<file path="config.mk">
export PLATFORM = sky130hd
export DESIGN_NAME = leg_ik_cordic
export DESIGN_NICKNAME = d
export VERILOG_FILES = /design/src/leg_inverse_kinematics_defines.svh /design/src/leg_ik_pkg.sv /design/src/leg_ik_cordic.sv
export SDC_FILE = /design/constraint.sdc
export NUM_CORES = 2
export LEC_CHECK = 0
export BUFFER_PORTS_ARGS = -buffer_cell sky130_fd_sc_hd__buf_2
export CORE_MARGIN = 2
export CORE_UTILIZATION = 64
export CTS_CLUSTER_DIAMETER = 120
export DETAILED_ROUTE_END_ITERATION = 8
export PLACE_DENSITY = 0.79
export SYNTH_ARGS = -nofsm -noshare
export SYNTH_HDL_FRONTEND = slang
export SYNTH_SLANG_ARGS = --single-unit
</file>
<file path="constraint.sdc">
create_clock -name clk_i -period 7.35 [get_ports clk_i]
set_clock_uncertainty 0.2 [all_clocks]
set_input_delay 0.735 -clock clk_i [delete_from_list [all_inputs] [get_ports clk_i]]
set_output_delay 0.735 -clock clk_i [all_outputs]
set_load 0.02 [all_outputs]
</file>
<file path="src/leg_inverse_kinematics_defines.svh">
// Assertion macros for the leg inverse kinematics block.
// Included by the RTL files that carry concurrent assertions; no other dependencies.
`ifndef LEG_INVERSE_KINEMATICS_DEFINES_SVH
`define LEG_INVERSE_KINEMATICS_DEFINES_SVH
`ifndef NO_ASSERTIONS
// Property that must hold at every clock edge outside reset.
`define LIK_ASSERT(lbl, clk, rst_n, prop) \
  lbl: assert property (@(posedge clk) disable iff (!rst_n) (prop)) \
    else $error("leg_ik assertion failed");
// Property whose consequent must hold in the cycle after the antecedent.
`define LIK_ASSERT_NEXT(lbl, clk, rst_n, ante, cons) \
  lbl: assert property (@(posedge clk) disable iff (!rst_n) (ante) |=> (cons)) \
    else $error("leg_ik assertion failed");
`else
`define LIK_ASSERT(lbl, clk, rst_n, prop)
`define LIK_ASSERT_NEXT(lbl, clk, rst_n, ante, cons)
`endif
`endif

</file>
<file path="src/leg_ik_pkg.sv">
// Shared types, constants and tables of the leg inverse kinematics block.
// No dependencies; used by the interfaces, the CORDIC unit and the top level.
`default_nettype none
package leg_ik_pkg;

  localparam int CFG_IDX_W  = 3;
  localparam int CFG_DATA_W = 16;

  typedef enum logic [CFG_IDX_W-1:0] {
    CFG_FEMUR    = 3'd0,
    CFG_TIBIA    = 3'd1,
    CFG_YAW_MIN  = 3'd2,
    CFG_YAW_MAX  = 3'd3,
    CFG_KNEE_MIN = 3'd4,
    CFG_KNEE_MAX = 3'd5
  } cfg_idx_e;

  localparam logic [15:0]        FEMUR_RST    = 16'd3604;
  localparam logic [15:0]        TIBIA_RST    = 16'd4260;
  localparam logic signed [15:0] YAW_MIN_RST  = -16'sd4293;
  localparam logic signed [15:0] YAW_MAX_RST  = 16'sd5718;
  localparam logic [14:0]        KNEE_MIN_RST = 15'd1434;
  localparam logic [14:0]        KNEE_MAX_RST = 15'd18579;

  localparam int COORD_W = 18;
  localparam int ANGLE_W = 16;
  localparam int KNEE_W  = 15;
  localparam int ANKLE_W = 15;

  // CORDIC datapath
  localparam int CW           = 32;
  localparam int ACC_W        = 21;
  localparam int CORDIC_STEPS = 16;
  localparam int CORDIC_LAT   = CORDIC_STEPS + 2;
  localparam logic signed [ACC_W-1:0]   ANG_PI    = 21'sd205887;
  localparam logic signed [ACC_W-1:0]   ANG_HALF  = 21'sd4;
  localparam logic signed [ACC_W-1:0]   Q13_PI_A  = 21'sd25736;
  localparam logic signed [ANGLE_W-1:0] Q13_PI    = 16'sd25736;

  // Knee cosine divider and square roots
  localparam int DIV_STEPS  = 28;
  localparam int DEN_W      = 33;
  localparam int SQRT_STEPS = 29;
  localparam int SQ_VW      = 57;

  typedef struct packed {
    logic kzero;
    logic kpi;
    logic neg;
  } kflag_t;

  function automatic logic signed [ACC_W-1:0] atan_entry(input int unsigned i);
    case (i)
      0:       return 21'sd51472;
      1:       return 21'sd30386;
      2:       return 21'sd16055;
      3:       return 21'sd8150;
      4:       return 21'sd4091;
      5:       return 21'sd2047;
      6:       return 21'sd1024;
      7:       return 21'sd512;
      8:       return 21'sd256;
      9:       return 21'sd128;
      10:      return 21'sd64;
      11:      return 21'sd32;
      12:      return 21'sd16;
      13:      return 21'sd8;
      14:      return 21'sd4;
      15:      return 21'sd2;
      default: return '0;
    endcase
  endfunction

endpackage
`default_nettype wire

</file>
<file path="src/leg_ik_cordic.sv">
// Pipelined vectoring CORDIC giving atan2(y, x) in Q3.13, saturated to +/-pi.
// Depends on leg_ik_pkg for widths and the arctangent table.
`default_nettype none
module leg_ik_cordic (
  input  logic                                   clk_i,
  input  logic                                   en_i,
  input  logic signed [leg_ik_pkg::CW-1:0]       x_i,
  input  logic signed [leg_ik_pkg::CW-1:0]       y_i,
  output logic signed [leg_ik_pkg::ANGLE_W-1:0]  angle_o
);
  import leg_ik_pkg::*;

  logic signed [CW-1:0]      cx_q [0:CORDIC_STEPS-1];
  logic signed [CW-1:0]      cy_q [0:CORDIC_STEPS-1];
  logic signed [ACC_W-1:0]   ca_q [0:CORDIC_STEPS];
  logic                      zy_q [0:CORDIC_STEPS];
  logic                      xn_q [0:CORDIC_STEPS];
  logic signed [ACC_W-1:0]   a_rnd;
  logic signed [ANGLE_W-1:0] angle_d, angle_q;

  // Fold the left half plane onto the right one.
  always_ff @(posedge clk_i) begin
    if (en_i) begin
      zy_q[0] <= (y_i == '0);
      xn_q[0] <= x_i[CW-1];
      if (x_i[CW-1]) begin
        cx_q[0] <= -x_i;
        cy_q[0] <= -y_i;
        ca_q[0] <= y_i[CW-1] ? -ANG_PI : ANG_PI;
      end else begin
        cx_q[0] <= x_i;
        cy_q[0] <= y_i;
        ca_q[0] <= '0;
      end
    end
  end

  for (genvar i = 0; i < CORDIC_STEPS; i++) begin : g_iter
    always_ff @(posedge clk_i) begin
      if (en_i) begin
        zy_q[i+1] <= zy_q[i];
        xn_q[i+1] <= xn_q[i];
        if (!cy_q[i][CW-1]) begin
          ca_q[i+1] <= ca_q[i] + atan_entry(i);
        end else begin
          ca_q[i+1] <= ca_q[i] - atan_entry(i);
        end
      end
    end
    // The last rotation only moves the angle, so its x and y are not kept.
    if (i < CORDIC_STEPS - 1) begin : g_xy
      always_ff @(posedge clk_i) begin
        if (en_i) begin
          if (!cy_q[i][CW-1]) begin
            cx_q[i+1] <= cx_q[i] + (cy_q[i] >>> i);
            cy_q[i+1] <= cy_q[i] - (cx_q[i] >>> i);
          end else begin
            cx_q[i+1] <= cx_q[i] - (cy_q[i] >>> i);
            cy_q[i+1] <= cy_q[i] + (cx_q[i] >>> i);
          end
        end
      end
    end
  end

  // Round to Q3.13 and saturate; a zero ordinate gives 0 or pi directly.
  assign a_rnd = (ca_q[CORDIC_STEPS] + ANG_HALF) >>> 3;

  always_comb begin
    if (zy_q[CORDIC_STEPS]) begin
      angle_d = xn_q[CORDIC_STEPS] ? Q13_PI : '0;
    end else if (a_rnd > Q13_PI_A) begin
      angle_d = Q13_PI;
    end else if (a_rnd < -Q13_PI_A) begin
      angle_d = -Q13_PI;
    end else begin
      angle_d = a_rnd[ANGLE_W-1:0];
    end
  end

  always_ff @(posedge clk_i) begin
    if (en_i) begin
      angle_q <= angle_d;
    end
  end

  assign angle_o = angle_q;

endmodule
`default_nettype wire

</file>
== Word-level counts from Yosys, hierarchy flattened ==
Memories as Yosys holds them, arrays and structs flattened.
Index checks and enable logic that the tools add are counted.
Word-level totals
  flip-flop bits (word level): 16
  memory bits (writable): 1415
  bits of input ports: 66
  word-level logic and storage cells: 310
  memories kept: 5
Memory list
  cx_q: depth 16, bits a word 32, rd ports 15, clocked after Yosys merged registers in 0, write ports 16, RTL line leg_ik_cordic.sv:13  | logic signed [CW-1:0] cx_q [0:CORDIC_STEPS-1];
  cy_q: depth 16, bits a word 32, rd ports 16, clocked after Yosys merged registers in 0, write ports 16, RTL line leg_ik_cordic.sv:14  | logic signed [CW-1:0] cy_q [0:CORDIC_STEPS-1];
  ca_q: depth 17, bits a word 21, rd ports 17, clocked after Yosys merged registers in 0, write ports 17, RTL line leg_ik_cordic.sv:15  | logic signed [ACC_W-1:0] ca_q [0:CORDIC_STEPS];
  xn_q: depth 17, bits a word 1, rd ports 17, clocked after Yosys merged registers in 0, write ports 17, RTL line leg_ik_cordic.sv:17  | logic xn_q [0:CORDIC_STEPS];
  zy_q: depth 17, bits a word 1, rd ports 17, clocked after Yosys merged registers in 0, write ports 17, RTL line leg_ik_cordic.sv:16  | logic zy_q [0:CORDIC_STEPS];
Operators by class
  add/sub/neg operators: 94
  $lt $le $gt $ge: 2
  multiplexer cells: 158
  bitwise operators: 49
  reductions and logical operators: 1
Operator list (number)
  $mux W32: 32
  $mux W21: 18
  $mux W1: 104
  $add A32 B18 Y32: 2
  $add A32 B19 Y32: 2
  $add A32 B20 Y32: 2
  $add A32 B21 Y32: 2
  $add A32 B22 Y32: 2
  $add A32 B23 Y32: 2
  $add A32 B24 Y32: 2
  $add A32 B25 Y32: 2
  $add A32 B26 Y32: 2
  $add A32 B27 Y32: 2
  $add A32 B28 Y32: 2
  $add A32 B29 Y32: 2
  $add A32 B30 Y32: 2
  $add A32 B31 Y32: 2
  $neg A32 Y32: 2
  $sub A32 B18 Y32: 2
  $sub A32 B19 Y32: 2
  $sub A32 B20 Y32: 2
  $sub A32 B21 Y32: 2
  $sub A32 B22 Y32: 2
  $sub A32 B23 Y32: 2
  46 further kinds: 108

== Logic depth before layout (Yosys ltp) ==
  word-level depth: 5
  mapped depth: 22
  mapped depth without buffers: 22

== Worst setup path before layout ==
Ideal clock, no wire load.
  path kind: input -> register
  start point: input en_i
  end point: memory cx_q[10][30] (netlist: cx_q[1][94]) (data pin)
  arrival time: 5.002 ns
  required time: 6.892 ns
  path slack: 1.890 ns
  stages: 19
  path buffers: 4
  cells stage by stage: clkbuf_1 clkbuf_1 nand2_1 inv_1 clkbuf_1 buf_1 nor2_1 xnor2_1 ha_1 a21o_1 a21oi_1 o21ai_0 a311oi_1 o31ai_1 a21boi_0 o31a_1 o21ai_0 a311o_1 xor2_1
RTL lines
  start, declared: RTL line leg_ik_cordic.sv:6  | input logic en_i,
  end, declared: RTL line leg_ik_cordic.sv:13

==> results_dict.tcl <==
set metrics [dict create \
    setup_viol 0 \
    dr.pass1.iters 7 \
    synthDistinctLibCells 104 \
    final_antenna_net_count 0 \
    fill_cells 13300 \
    antenna_found_initial 4 \
    period_share 0.790 \
    cts_hold_buf 26 \
    ctsHtreeMaxLevel 4 \
    tritoncts "built" \
    cp_num_buf_inv 2 \
    layout-drive-gt1-share 0.0418 \
    place_congestion 0.998 \
    hold_path.class "in -> reg" \
    synth_fp_nets 12900 \
    setup_tns_ns 0 \
    period_needed_ns 5.81 \
    netlist_instances 11500 \
    start_util 0.645 \
    drv_cap 0 \
    num_rows 152 \
    die_h_um 420 \
    cts_buffer_depth 3 \
    async_reset_ff_frac 0 \
    critPathMaxFanout 26 \
    grt_pass1_vias 85000 \
    required_ns 7.71 \
    cp-startpoint "cy_q[1][95]$_DFFE_PP_" \
    wl_per_cell_um 20.7 \
    port_buffers 81 \
    rr_startpoint "cy_q[1][95]$_DFFE_PP_" \
    slowest_delay_ns 0.82 \
    clock_latency_ns 0.84 \
    cts_setup_buffers 0 \
    drc 0 \
    startpoint_type "flip-flop" \
    path_class "reg -> reg" \
    hold_viol_final 0 \
    cts_resized 0 \
    pin_count 82 \
    max_slew_margin 0.0973 \
    seqCellArea_um2 39700 \
    fmax_mhz 172 \
    cts_buffers 150 \
    grt_max_degree 198 \
    core_area_um2 172000 \
    grt_pass1_wl_mm 456 \
    fin_nets 13000 \
    area_growth_pct 7.36 \
    via_per_inst 6.31 \
    synth_edf_count 1321 \
    drt_iter0_markers 7622 \
    clkTransAtPathRegs_ns 0.07 \
    yosys_warnings 0 \
    ys_ff_latch 1321 \
    end_kind "flip-flop" \
    dp_hpwl_mm 227 \
    dieArea_um2 176000 \
    root_buffer "clkbuf_16" \
    min-delay-start "y_i[13]" \
    arrival_ns 6.16 \
    path_delay_family "compound AO/OA/AOI/OAI gates" \
    run_status "finished clean" \
    slew_violations 0 \
    syn_area_per_cell_um2 9.60 \
    drt-total-wl_mm 291 \
    multi_input_area_um2 68100 \
    synthFlopType "edfxtp_1" \
    grt.overflow.total 0 \
    die_w_um 420 \
    cp_slowest_cell "o41ai_1" \
    cts_sinks 1321 \
    num_vias 88800 \
    rsz0062_at_grt "false" \
    yosysSeqAreaShare 0.358 \
    synth.cell_area_um2 111000 \
    grt_usage 0.323 \
    tightest_slew_ns 1.34 \
    path_cells "nand2_1, buf_4, clkinv_1, nor2_1, xor2_1, ha_1, a21o_1, a21oi_1, o21bai_1, a2111oi_2, or3_1, and3_1, o41ai_1, o311a_1, o21a_1, o41ai_2, xnor2_1" \
]
-- kinds of logic (layout without fill, tap and decap cells) --
family	Yosys count	after routing	synth area share
buffers and inverters	772	995	0.0265
AOI/OAI and AO/OA	3329	3329	0.191
other	0	3	0
DFF	1321	1321	0.358
muxes	55	55	0.00509
and+or+nand+nor	3056	3056	0.133
adders and majority gates	1332	1332	0.154
xor gates and xnor gates	1670	1670	0.132
-- metal layers --
layer | GRT usage | wire length [um] | vias to the layer above
met5 | 0 | 36 | -
met3 | 0.0438 | 17600 | 654
met2 | 0.560 | 142000 | 3032
met4 | 0.132 | 12100 | 6
li1 | - | - | 42700
met1 | 0.405 | 118000 | 42400
-- placed cells by master (no fill, tap or decap), types with 26 or more instances in the layout --
cell type / count
mux2i_1: 45
nor4_1: 88
inv_1: 546
buf_4: 57
o41ai_1: 62
a21oi_1: 1091
a21o_1: 417
dlygate4sd3_1: 26
o211ai_1: 61
and2_1: 58
nor2_1: 895
or4_1: 49
clkinv_1: 38
xnor2_1: 1111
fa_1: 47
or3_1: 99
nand3b_1: 27
and3_1: 106
nand2_1: 710
o21bai_1: 152
nor3_1: 291
a21boi_0: 43
a31o_2: 28
a211oi_1: 74
a31oi_1: 99
o21a_1: 123
o31ai_1: 162
nand2b_1: 195
o21ai_0: 694
clkbuf_16: 150
clkbuf_1: 35
or2_2: 43
nand3_1: 200
nand4_1: 80
xor2_1: 559
edfxtp_1: 1321
buf_2: 80
ha_1: 1285
nor2b_1: 140
-- cell usage after synthesis, types with 27 or more instances --
| cell | instances | area share |
|---|---|---|
| a211oi_1 | 74 | 0.0050 |
| a21boi_0 | 43 | 0.0029 |
| a21o_1 | 417 | 0.028 |
| a21oi_1 | 1091 | 0.049 |
| a31o_2 | 28 | 0.0022 |
| a31oi_1 | 99 | 0.0056 |
| and2_1 | 58 | 0.0033 |
| and3_1 | 106 | 0.0060 |
| clkbuf_1 | 178 | 0.0060 |
| edfxtp_1 | 1321 | 0.36 |
| fa_1 | 47 | 0.0085 |
| ha_1 | 1285 | 0.15 |
| inv_1 | 547 | 0.019 |
| mux2i_1 | 45 | 0.0041 |
| nand2_1 | 711 | 0.024 |
| nand2b_1 | 195 | 0.011 |
| nand3_1 | 200 | 0.0090 |
| nand3b_1 | 27 | 0.0018 |
| nand4_1 | 80 | 0.0045 |
| nor2_1 | 895 | 0.030 |
| nor2b_1 | 141 | 0.0080 |
| nor3_1 | 291 | 0.013 |
| nor4_1 | 88 | 0.0050 |
| o211ai_1 | 61 | 0.0041 |
| o21a_1 | 123 | 0.0083 |
| o21ai_0 | 694 | 0.031 |
| o21bai_1 | 152 | 0.010 |
| o31ai_1 | 162 | 0.011 |
| o41ai_1 | 62 | 0.0049 |
| or2_2 | 43 | 0.0024 |
| or3_1 | 99 | 0.0056 |
| or4_1 | 49 | 0.0033 |
| xnor2_1 | 1111 | 0.088 |
| xor2_1 | 559 | 0.044 |
-- layout make-up --
type,count,share of cell area
antenna,3,0.0000632
multi-input combinational,9442,0.573
inverter,555,0.0175
tap,2310,0.0243
clock inverter,88,0.00875
clock buffer,185,0.0327
sequential,1321,0.334
timing repair buffer,167,0.00983
-- worst paths after layout --
check	slack [ns]	depth (start not counted)	to
max	1.54	17	cy_q[1][126]$_DFFE_PP_
min	0.04	2	cy_q[0][13]$_DFFE_PP_
max reg2reg	1.54	17	cy_q[1][126]$_DFFE_PP_
min reg2reg	0.21	0	ca_q[7][2]$_DFFE_PP_
-- flip-flops by register name, indices dropped and copies added, names as in the netlist --
register and count:
xn_q 17, angle_o 16, ca_q 325, zy_q 17, cy_q 481, cx_q 465
-- through the flow --
step | instances | utilization | hold slack, ns | area, um2 | worst slack, ns
2_1_floorplan | 11500 | - | 0.200 | 111000 | 1.89
3_3_place_gp | 13800 | 0.662 | 0.201 | 114000 | 1.40
4_1_cts | 14100 | 0.692 | 0.00114 | 119000 | 1.62
5_1_grt | 14100 | 0.692 | 0.0219 | 119000 | 1.16
6_report | 14100 | 0.692 | 0.0442 | 119000 | 1.54
3_5_place_dp | 13800 | 0.662 | 0.205 | 114000 | 1.18
Power is left out: the tool's default activity adds up to more than one toggle a clock period on the data nets, which glitch-free logic cannot reach.
